===== src/design/iida_pkg.sv =====
// Shared types and constants for the indexed insert/delete array unit.
package iida_pkg;

  localparam int unsigned DEPTH_DEFAULT = 16;
  localparam int unsigned CmdW          = 1;
  localparam int unsigned PosW          = 8;
  localparam int unsigned ValW          = 32;
  localparam int unsigned StatW         = 2;
  localparam int unsigned FillW         = 5;

  typedef enum logic [CmdW-1:0] {
    CMD_INSERT = 1'b0,
    CMD_DELETE = 1'b1
  } cmd_e;

  typedef enum logic [StatW-1:0] {
    STAT_OK        = 2'd0,
    STAT_OVERFLOW  = 2'd1,
    STAT_UNDERFLOW = 2'd2,
    STAT_BADINDEX  = 2'd3
  } status_e;

  // Commands from the controller to the datapath.
  typedef struct packed {
    logic capture;  // register the incoming request word
    logic execute;  // apply the held request and load the result word
  } ctrl_t;

endpackage


===== src/design/iida_if.sv =====
// Request and result channel interfaces with valid/ready handshake.
interface iida_req_if;
  logic                         valid;
  logic                         ready;
  logic [iida_pkg::CmdW-1:0]    cmd;
  logic [iida_pkg::PosW-1:0]    position;
  logic signed [iida_pkg::ValW-1:0] new_value;

  modport source (output valid, output cmd, output position, output new_value, input ready);
  modport sink   (input valid, input cmd, input position, input new_value, output ready);
endinterface

interface iida_rsp_if;
  logic                             valid;
  logic                             ready;
  logic [iida_pkg::StatW-1:0]       status;
  logic signed [iida_pkg::ValW-1:0] removed_value;
  logic [iida_pkg::FillW-1:0]       fill_count;

  modport source (output valid, output status, output removed_value, output fill_count,
                  input ready);
  modport sink   (input valid, input status, input removed_value, input fill_count,
                  output ready);
endinterface


===== src/design/iida_ctrl.sv =====
// Controller: sequences capture, execute and result handshake for one word at a time.
module iida_ctrl (
  input  logic          clk_i,
  input  logic          rst_ni,
  input  logic          req_valid_i,
  output logic          req_ready_o,
  output logic          rsp_valid_o,
  input  logic          rsp_ready_i,
  output iida_pkg::ctrl_t ctrl_o
);
  import iida_pkg::*;

  typedef enum logic [1:0] {
    S_IDLE = 2'b01,
    S_EXEC = 2'b10
  } state_e;

  state_e state_q, state_d;
  logic   out_valid_q, out_valid_d;
  logic   accept;

  // A new word may enter while the previous result is being taken.
  assign req_ready_o = (state_q == S_IDLE) && (!out_valid_q || rsp_ready_i);
  assign accept      = req_valid_i && req_ready_o;
  assign rsp_valid_o = out_valid_q;

  assign ctrl_o.capture = accept;
  assign ctrl_o.execute = (state_q == S_EXEC);

  always_comb begin
    state_d     = state_q;
    out_valid_d = out_valid_q;
    if (out_valid_q && rsp_ready_i) begin
      out_valid_d = 1'b0;
    end
    unique case (state_q)
      S_IDLE: begin
        if (accept) begin
          state_d = S_EXEC;
        end
      end
      S_EXEC: begin
        out_valid_d = 1'b1;
        state_d     = S_IDLE;
      end
      default: begin
        state_d = S_IDLE;
      end
    endcase
  end

  always_ff @(posedge clk_i or negedge rst_ni) begin
    if (!rst_ni) begin
      state_q     <= S_IDLE;
      out_valid_q <= 1'b0;
    end else begin
      state_q     <= state_d;
      out_valid_q <= out_valid_d;
    end
  end

`ifndef SYNTHESIS
  a_exec_out_free: assert property (@(posedge clk_i) disable iff (!rst_ni)
    ctrl_o.execute |-> !out_valid_q)
    else $error("result register busy while executing");
  a_accept_exec: assert property (@(posedge clk_i) disable iff (!rst_ni)
    accept |=> ctrl_o.execute)
    else $error("accepted word not executed next cycle");
  a_exec_result: assert property (@(posedge clk_i) disable iff (!rst_ni)
    ctrl_o.execute |=> rsp_valid_o)
    else $error("executed word produced no result");
  a_no_accept_exec: assert property (@(posedge clk_i) disable iff (!rst_ni)
    ctrl_o.execute |-> !req_ready_o)
    else $error("ready raised while executing");
`endif

endmodule


===== src/design/iida_datapath.sv =====
// Datapath: row of entry cells with parallel shift, fill count and result register.
module iida_datapath #(
  parameter int unsigned Depth = iida_pkg::DEPTH_DEFAULT
) (
  input  logic                                clk_i,
  input  logic                                rst_ni,
  input  iida_pkg::ctrl_t                     ctrl_i,
  input  logic [iida_pkg::CmdW-1:0]           cmd_i,
  input  logic [iida_pkg::PosW-1:0]           position_i,
  input  logic signed [iida_pkg::ValW-1:0]    new_value_i,
  output logic [iida_pkg::StatW-1:0]          status_o,
  output logic signed [iida_pkg::ValW-1:0]    removed_value_o,
  output logic [iida_pkg::FillW-1:0]          fill_count_o
);
  import iida_pkg::*;

  localparam int unsigned CntW = $clog2(Depth + 1);
  localparam int unsigned IdxW = (Depth > 1) ? $clog2(Depth) : 1;
  localparam int unsigned CmpW = ((CntW > PosW) ? CntW : PosW) + 1;
  localparam logic [CntW-1:0] DepthCnt = CntW'(Depth);

  cmd_e                  cmd_q;
  logic [PosW-1:0]       pos_q;
  logic signed [ValW-1:0] val_q;

  logic signed [ValW-1:0] cells_q [Depth];
  logic signed [ValW-1:0] cells_d [Depth];
  logic [CntW-1:0]       count_q, count_d;

  status_e               status_q, status_d;
  logic signed [ValW-1:0] removed_q, removed_d;

  logic [CmpW-1:0]       pos_x, cnt_x;
  logic                  is_full, is_empty, ok;
  logic [CntW+FillW-1:0] fill_x;

  assign pos_x    = CmpW'(pos_q);
  assign cnt_x    = CmpW'(count_q);
  assign is_full  = (count_q == DepthCnt);
  assign is_empty = (count_q == '0);

  always_comb begin
    status_d = STAT_OK;
    if (cmd_q == CMD_INSERT) begin
      if (is_full) begin
        status_d = STAT_OVERFLOW;
      end else if (pos_x > cnt_x) begin
        status_d = STAT_BADINDEX;
      end
    end else begin
      if (is_empty) begin
        status_d = STAT_UNDERFLOW;
      end else if (pos_x >= cnt_x) begin
        status_d = STAT_BADINDEX;
      end
    end
  end

  assign ok = (status_d == STAT_OK);

  // A successful delete has pos below the count, so the low bits address a written cell.
  assign removed_d = (ok && cmd_q == CMD_DELETE) ? cells_q[pos_q[IdxW-1:0]] : '0;

  always_comb begin
    count_d = count_q;
    if (ok) begin
      count_d = (cmd_q == CMD_INSERT) ? count_q + 1'b1 : count_q - 1'b1;
    end
  end

  // Each cell chooses between holding, its lower neighbor, its upper neighbor or the new word.
  always_comb begin
    for (int unsigned i = 0; i < Depth; i++) begin
      cells_d[i] = cells_q[i];
      if (cmd_q == CMD_INSERT) begin
        if (CmpW'(i) == pos_x) begin
          cells_d[i] = val_q;
        end else if (CmpW'(i) > pos_x && i > 0) begin
          cells_d[i] = cells_q[(i > 0) ? i - 1 : 0];
        end
      end else begin
        if (CmpW'(i) >= pos_x && i + 1 < Depth) begin
          cells_d[i] = cells_q[(i + 1 < Depth) ? i + 1 : i];
        end
      end
    end
  end

  always_ff @(posedge clk_i) begin
    if (ctrl_i.capture) begin
      cmd_q <= cmd_e'(cmd_i);
      pos_q <= position_i;
      val_q <= new_value_i;
    end
    if (ctrl_i.execute) begin
      status_q  <= status_d;
      removed_q <= removed_d;
      if (ok) begin
        for (int unsigned i = 0; i < Depth; i++) begin
          cells_q[i] <= cells_d[i];
        end
      end
    end
  end

  always_ff @(posedge clk_i or negedge rst_ni) begin
    if (!rst_ni) begin
      count_q <= '0;
    end else if (ctrl_i.execute) begin
      count_q <= count_d;
    end
  end

  assign fill_x          = {{FillW{1'b0}}, count_q};
  assign fill_count_o    = fill_x[FillW-1:0];
  assign status_o        = status_q;
  assign removed_value_o = removed_q;

`ifndef SYNTHESIS
  a_count_bound: assert property (@(posedge clk_i) disable iff (!rst_ni)
    count_q <= DepthCnt)
    else $error("fill count above depth");
  a_count_step: assert property (@(posedge clk_i) disable iff (!rst_ni)
    !ctrl_i.execute |=> $stable(count_q))
    else $error("fill count moved without a request");
  a_err_hold: assert property (@(posedge clk_i) disable iff (!rst_ni)
    (ctrl_i.execute && !ok) |=> (count_q == $past(count_q) && removed_q == '0))
    else $error("rejected request changed the list or returned a word");
`endif

endmodule


===== src/design/indexed_insert_delete_array_unit.sv =====
// A request word is captured when it is accepted, applied to the cell row in the execute state,
// and its result word is then registered and held valid until it is taken.
// The controller holds one request at a time and takes no new word while it executes one; the
// single shift step of the cell row sets the pace (capture, then execute).
// A waiting result does not block the next request when it is taken in the same cycle.
// Reset (rst_ni low, asynchronous) empties the list and drops any pending result; cells keep
// their contents and are only read after being written.
module indexed_insert_delete_array_unit #(
  parameter int unsigned Depth = iida_pkg::DEPTH_DEFAULT
) (
  input  logic       clk_i,
  input  logic       rst_ni,
  iida_req_if.sink   req_i,
  iida_rsp_if.source rsp_o
);
  import iida_pkg::*;

  ctrl_t ctrl;

  iida_ctrl u_ctrl (
    .clk_i       (clk_i),
    .rst_ni      (rst_ni),
    .req_valid_i (req_i.valid),
    .req_ready_o (req_i.ready),
    .rsp_valid_o (rsp_o.valid),
    .rsp_ready_i (rsp_o.ready),
    .ctrl_o      (ctrl)
  );

  iida_datapath #(
    .Depth (Depth)
  ) u_datapath (
    .clk_i           (clk_i),
    .rst_ni          (rst_ni),
    .ctrl_i          (ctrl),
    .cmd_i           (req_i.cmd),
    .position_i      (req_i.position),
    .new_value_i     (req_i.new_value),
    .status_o        (rsp_o.status),
    .removed_value_o (rsp_o.removed_value),
    .fill_count_o    (rsp_o.fill_count)
  );

endmodule


===== src/flat_wrapper.sv =====
// flat-port wrapper written by rule: the top's interface ports become plain ports
module indexed_insert_delete_array_unit_flat import iida_pkg::*;
#(
  parameter int unsigned Depth = iida_pkg::DEPTH_DEFAULT
)
  (clk_i, rst_ni, req_i_valid, req_i_cmd, req_i_position, req_i_new_value, req_i_ready, rsp_o_valid, rsp_o_status, rsp_o_removed_value, rsp_o_fill_count, rsp_o_ready);
  iida_req_if req_i_i ();
  iida_rsp_if rsp_o_i ();
  input  logic clk_i;
  input  logic rst_ni;
  input wire logic [$bits(req_i_i.valid)-1:0] req_i_valid;
  input wire logic [$bits(req_i_i.cmd)-1:0] req_i_cmd;
  input wire logic [$bits(req_i_i.position)-1:0] req_i_position;
  input wire logic [$bits(req_i_i.new_value)-1:0] req_i_new_value;
  output wire logic [$bits(req_i_i.ready)-1:0] req_i_ready;
  output wire logic [$bits(rsp_o_i.valid)-1:0] rsp_o_valid;
  output wire logic [$bits(rsp_o_i.status)-1:0] rsp_o_status;
  output wire logic [$bits(rsp_o_i.removed_value)-1:0] rsp_o_removed_value;
  output wire logic [$bits(rsp_o_i.fill_count)-1:0] rsp_o_fill_count;
  input wire logic [$bits(rsp_o_i.ready)-1:0] rsp_o_ready;
  assign req_i_i.valid = req_i_valid;
  assign req_i_i.cmd = req_i_cmd;
  assign req_i_i.position = req_i_position;
  assign req_i_i.new_value = req_i_new_value;
  assign req_i_ready = req_i_i.ready;
  assign rsp_o_valid = rsp_o_i.valid;
  assign rsp_o_status = rsp_o_i.status;
  assign rsp_o_removed_value = rsp_o_i.removed_value;
  assign rsp_o_fill_count = rsp_o_i.fill_count;
  assign rsp_o_i.ready = rsp_o_ready;
  indexed_insert_delete_array_unit #(.Depth(Depth)) u_core (.clk_i(clk_i), .rst_ni(rst_ni), .req_i(req_i_i), .rsp_o(rsp_o_i));
endmodule

===== config.mk =====
export PLATFORM = sky130hd
export DESIGN_NAME = indexed_insert_delete_array_unit_flat
export DESIGN_NICKNAME = d
export VERILOG_FILES = /design/src/design/iida_pkg.sv /design/src/design/iida_if.sv /design/src/design/iida_ctrl.sv /design/src/design/iida_datapath.sv /design/src/design/indexed_insert_delete_array_unit.sv /design/src/flat_wrapper.sv
export SDC_FILE = /design/constraint.sdc
export NUM_CORES = 1
export LEC_CHECK = 0
export ABC_AREA = 1
export CAP_MARGIN = 10
export CORE_MARGIN = 10
export CORE_UTILIZATION = 55
export CTS_CLUSTER_SIZE = 16
export DETAILED_ROUTE_END_ITERATION = 10
export DONT_BUFFER_PORTS = 1
export GPL_TIMING_DRIVEN = 1
export PLACE_DENSITY = 0.7
export SLEW_MARGIN = 20
export SYNTH_ARGS = -nofsm -noshare
export SYNTH_HDL_FRONTEND = slang
export SYNTH_SLANG_ARGS = --single-unit

===== constraint.sdc =====
create_clock -name clk_i -period 8.1 [get_ports clk_i]
set_clock_uncertainty 0.15 [all_clocks]
set_input_delay 2.025 -clock clk_i [delete_from_list [all_inputs] [get_ports clk_i]]
set_output_delay 2.025 -clock clk_i [all_outputs]
set_load 0.01 [all_outputs]

==> flow_summary.rst <==
.. list-table::
   :header-rows: 1

   * - Metric
     - Value
   * - Flop and latch count out of synthesis
     - 595
   * - Cts repair resizes
     - 0
   * - Global routing met3 resource utilization
     - 0.0487
   * - Die height
     - 263 um
   * - Final routed DRC violation total
     - 0
   * - Count of mapped cells out of synthesis
     - 3647
   * - Flip-flop and latch area
     - 17800 sq um
   * - Met2 track demand over resource in global routing
     - 0.478
   * - Standby leakage power
     - 12.9 nW
   * - Placeable core region
     - just under 60000 sq um
   * - WP data required
     - 8230 ps
   * - Leading cell types by total area after synthesis
     - sky130_fd_sc_hd__edfxtp_1 (54%), sky130_fd_sc_hd__a21oi_1 (11%), sky130_fd_sc_hd__o21ai_0 (9.4%)
   * - Type of the worst setup path
     - reg2reg
   * - Residual overflow from global routing
     - 0
   * - Biggest fanout along the worst timing path
     - 50
   * - Post-synth cell types
     - 37
   * - Startpoint type of the worst setup path
     - register
   * - Utilization of the core after routing
     - 0.594
   * - Final period demand of the worst path
     - 4910 ps
   * - Post-CTS Setup Repair Bufs
     - 0
   * - Layout Area Growth over Synthesis
     - 7.43%
   * - Final hold viol count
     - 0
   * - Antenna cell count
     - 0
   * - Routing layer with the top usage in global route
     - met2
   * - RSZ-0062 raised after global routing
     - no
   * - DR iter-0 viols
     - between 3000 and 4000
   * - Design Area, Final
     - approximately 35000 sq um
   * - Number of cell rows
     - 89
   * - Fraction of synthesized cell area taken by the top area cell type
     - 0.542
   * - Synth Warn #
     - 0
   * - Most used standard cell by instance count after synthesis
     - sky130_fd_sc_hd__a21oi_1
   * - Final count of pins violating max slew
     - 0
   * - Fin Setup TNS
     - 0 ps
   * - First-pass DRT Iterations
     - 6
   * - Share of async-settable or async-resettable flops after synthesis
     - 0.0134
   * - Power density relative to cell area
     - 208 nW/um^2
   * - Layout Nets
     - 3497
   * - Result of the run
     - finished clean
   * - I/O Buffers
     - 0
   * - Clock root cell
     - sky130_fd_sc_hd__clkbuf_16
   * - Total global routing track utilization
     - 0.303
   * - Hold Crit Class
     - reg2reg
   * - Filler cell count
     - 5020
   * - Routed WL per cell
     - about 26 um
   * - Power consumption
     - around 0.0073 W
   * - Top cell types by occurrence after synthesis
     - sky130_fd_sc_hd__a21oi_1 (739), sky130_fd_sc_hd__o21ai_0 (610), sky130_fd_sc_hd__edfxtp_1 (587), sky130_fd_sc_hd__nand2_1 (458), sky130_fd_sc_hd__inv_1 (445)
   * - Fin crit share
     - 0.606
   * - Max Freq
     - ~0.2 GHz
   * - Category of the worst setup path capture point
     - register
   * - Top FF cell, synth
     - sky130_fd_sc_hd__edfxtp_1
   * - Clock buffers created by TritonCTS
     - 68
   * - Worst-case headroom to the max-slew limit
     - 0.254
   * - Synthesized area
     - 32500 sq um
   * - Number of top-level pins
     - 86
   * - Arrival time worst endpoint
     - just over 5000 ps
   * - Post-detailed-routing wire length
     - 109000 um
   * - Antenna-violating nets left
     - 0
   * - Placement-stage cell area
     - approximately 33000 sq um
   * - Share of post-route cells with drive strength above 1
     - 0.0530
   * - Clock transition time at the flip-flop clock pins of the worst setup and hold paths
     - 60 ps
   * - Clk buf depth
     - 3
   * - Post-Synthesis Mean Instance Area
     - 8.91 sq um
   * - Maximum number of pins on one net before global-route repair
     - roughly 160
   * - GRT met1 Usage
     - 0.366
   * - Cell type with the highest aggregate area in the netlist
     - sky130_fd_sc_hd__edfxtp_1
   * - Number of global-route vias before repair
     - ~28000
   * - Count of max-cap constraint violations
     - 0
   * - Starting density of the core
     - 0.553
   * - Sequential share of the synthesized area
     - 0.548
   * - Initial antenna violation count
     - 1
   * - Cts-stage hold buffer count
     - 0
   * - Clock network latency to the later pin of the worst-skew pair
     - 620 ps
   * - TritonCTS clock tree
     - yes
   * - Setup-violating endpoint count in the final report
     - 0
   * - Vias per cell
     - 6.71
   * - Die ar.
     - 69200 sq um
   * - H-tree levels
     - 3
   * - Detailed placer's ending HPWL
     - around 64000 um
   * - Number of enable flip-flop cells after synthesis
     - 587
   * - Clock net sink count
     - ~600
   * - Transition at the pin with the smallest max-transition slack
     - 1120 ps
   * - Total number of vias
     - around 29000
   * - Die width
     - 263 um
   * - Multi-input combinational cell area
     - 11800 sq um
   * - Worst IR drop on VDD
     - roughly 0.00022 V
   * - Routability Congestion
     - roughly 0.9
   * - Syn Nets
     - around 3700
   * - First-pass GRT wire length
     - 166000 um
[registers in the layout, summed over array words and instances (netlist names)]
register and cells:
u_core.u_datapath.fill_count_o 5, u_core.u_ctrl.rsp_valid_o 1, u_core.u_datapath.val_q 32, u_core.u_datapath.removed_value_o 32, u_core.u_datapath.pos_q 8, u_core.u_datapath.cmd_q 1
u_core.u_datapath.cells_q 512, u_core.u_ctrl.state_q 2, u_core.u_datapath.status_o 2
[kinds of logic after synthesis]
logic type | Yosys count | share of synthesized area
compound gates | 1676 | 0.280
flops | 595 | 0.548
xor+xnor | 4 | 0.00108
buf+inv | 775 | 0.0938
fa+ha+maj | 9 | 0.00369
simple gates | 588 | 0.0728
[layout make-up]
type	instances	share of cell area
Tap cell	773	0.0277
Sequential cell	595	0.510
Multi-Input combinational cell	2277	0.338
Inverter	451	0.0489
Clock buffer	83	0.0522
Clock inverter	33	0.00516
Timing Repair Buffer	50	0.0173
[path summary, 6_finish.rpt]
check / start / to / slack (ps) / depth (start not counted)
setup / recovery: u_core.u_datapath.pos_q[0] / u_core.u_datapath.cells_q[6][13] / 3190 / 11
hold / removal: u_core.u_datapath.cells_q[14][5] / u_core.u_datapath.cells_q[15][5] / 400 / 2
setup reg to reg: u_core.u_datapath.pos_q[0] / u_core.u_datapath.cells_q[6][13] / 3190 / 11
hold reg to reg: u_core.u_datapath.cells_q[14][5] / u_core.u_datapath.cells_q[15][5] / 400 / 2
max in group asynchronous: rst_ni / u_core.u_ctrl.state_q[0] / 6660 / 0
min in group asynchronous: rst_ni / u_core.u_datapath.fill_count_o[0] / 960 / 0
[routing by layer]
layer / wire length (um) / share of wire
met1: 39400 / 0.36
met5: 14 / 0.00013
met2: 50200 / 0.46
met3: 11000 / 0.10
met4: 8690 / 0.079
[power breakdown]
part,internal [W],switching [W],leakage [nW]
registers,0.00344,0.0000470,5.40
logic,0.000223,0.000656,6.48
clock network,0.00162,0.00127,0.971
[worst max-delay path, cell delays in order, from the launching register on]
cell and delay (ps):
sky130_fd_sc_hd__edfxtp_1 450, sky130_fd_sc_hd__inv_6 390, sky130_fd_sc_hd__ha_1 320, sky130_fd_sc_hd__nand3_1 80, sky130_fd_sc_hd__nor2_1 40, sky130_fd_sc_hd__nand2_1 120
sky130_fd_sc_hd__nand4_1 110, sky130_fd_sc_hd__buf_4 300, sky130_fd_sc_hd__nand2_1 460, sky130_fd_sc_hd__nand3_1 740, sky130_fd_sc_hd__nor2_4 980, sky130_fd_sc_hd__buf_4 410
[metrics by stage]
step                worst slack [ps]  instances  hold WS (ps)
finish                          3190       4262           401
global route                    2960       4262           438
CTS                             2890       4257           407
detailed placement              2890       4141           393
global placement                3060       4134           386
floorplan                       3640       3647           374
[layout by cell type (no fill, tap or decap), drive strengths merged]
cell,netlist,routed
xnor2,1,1
buf,84,50
xor2,3,3
ha,8,8
o221ai,128,128
dfrtp,7,7
o211ai,96,96
edfxtp,587,587
o22ai,1,1
o21ai,712,712
clkinvlp,0,3
nand2,463,463
clkinv,0,30
bufinv,0,1
dfstp,1,1
nand4,18,18
nor3,4,4
fa,1,1
nor2,93,93
inv,451,450
nand3,9,9
clkbuf,240,83
nor4,1,1
a21oi,739,739
No activity file was read; power rests on OpenSTA's default activity.
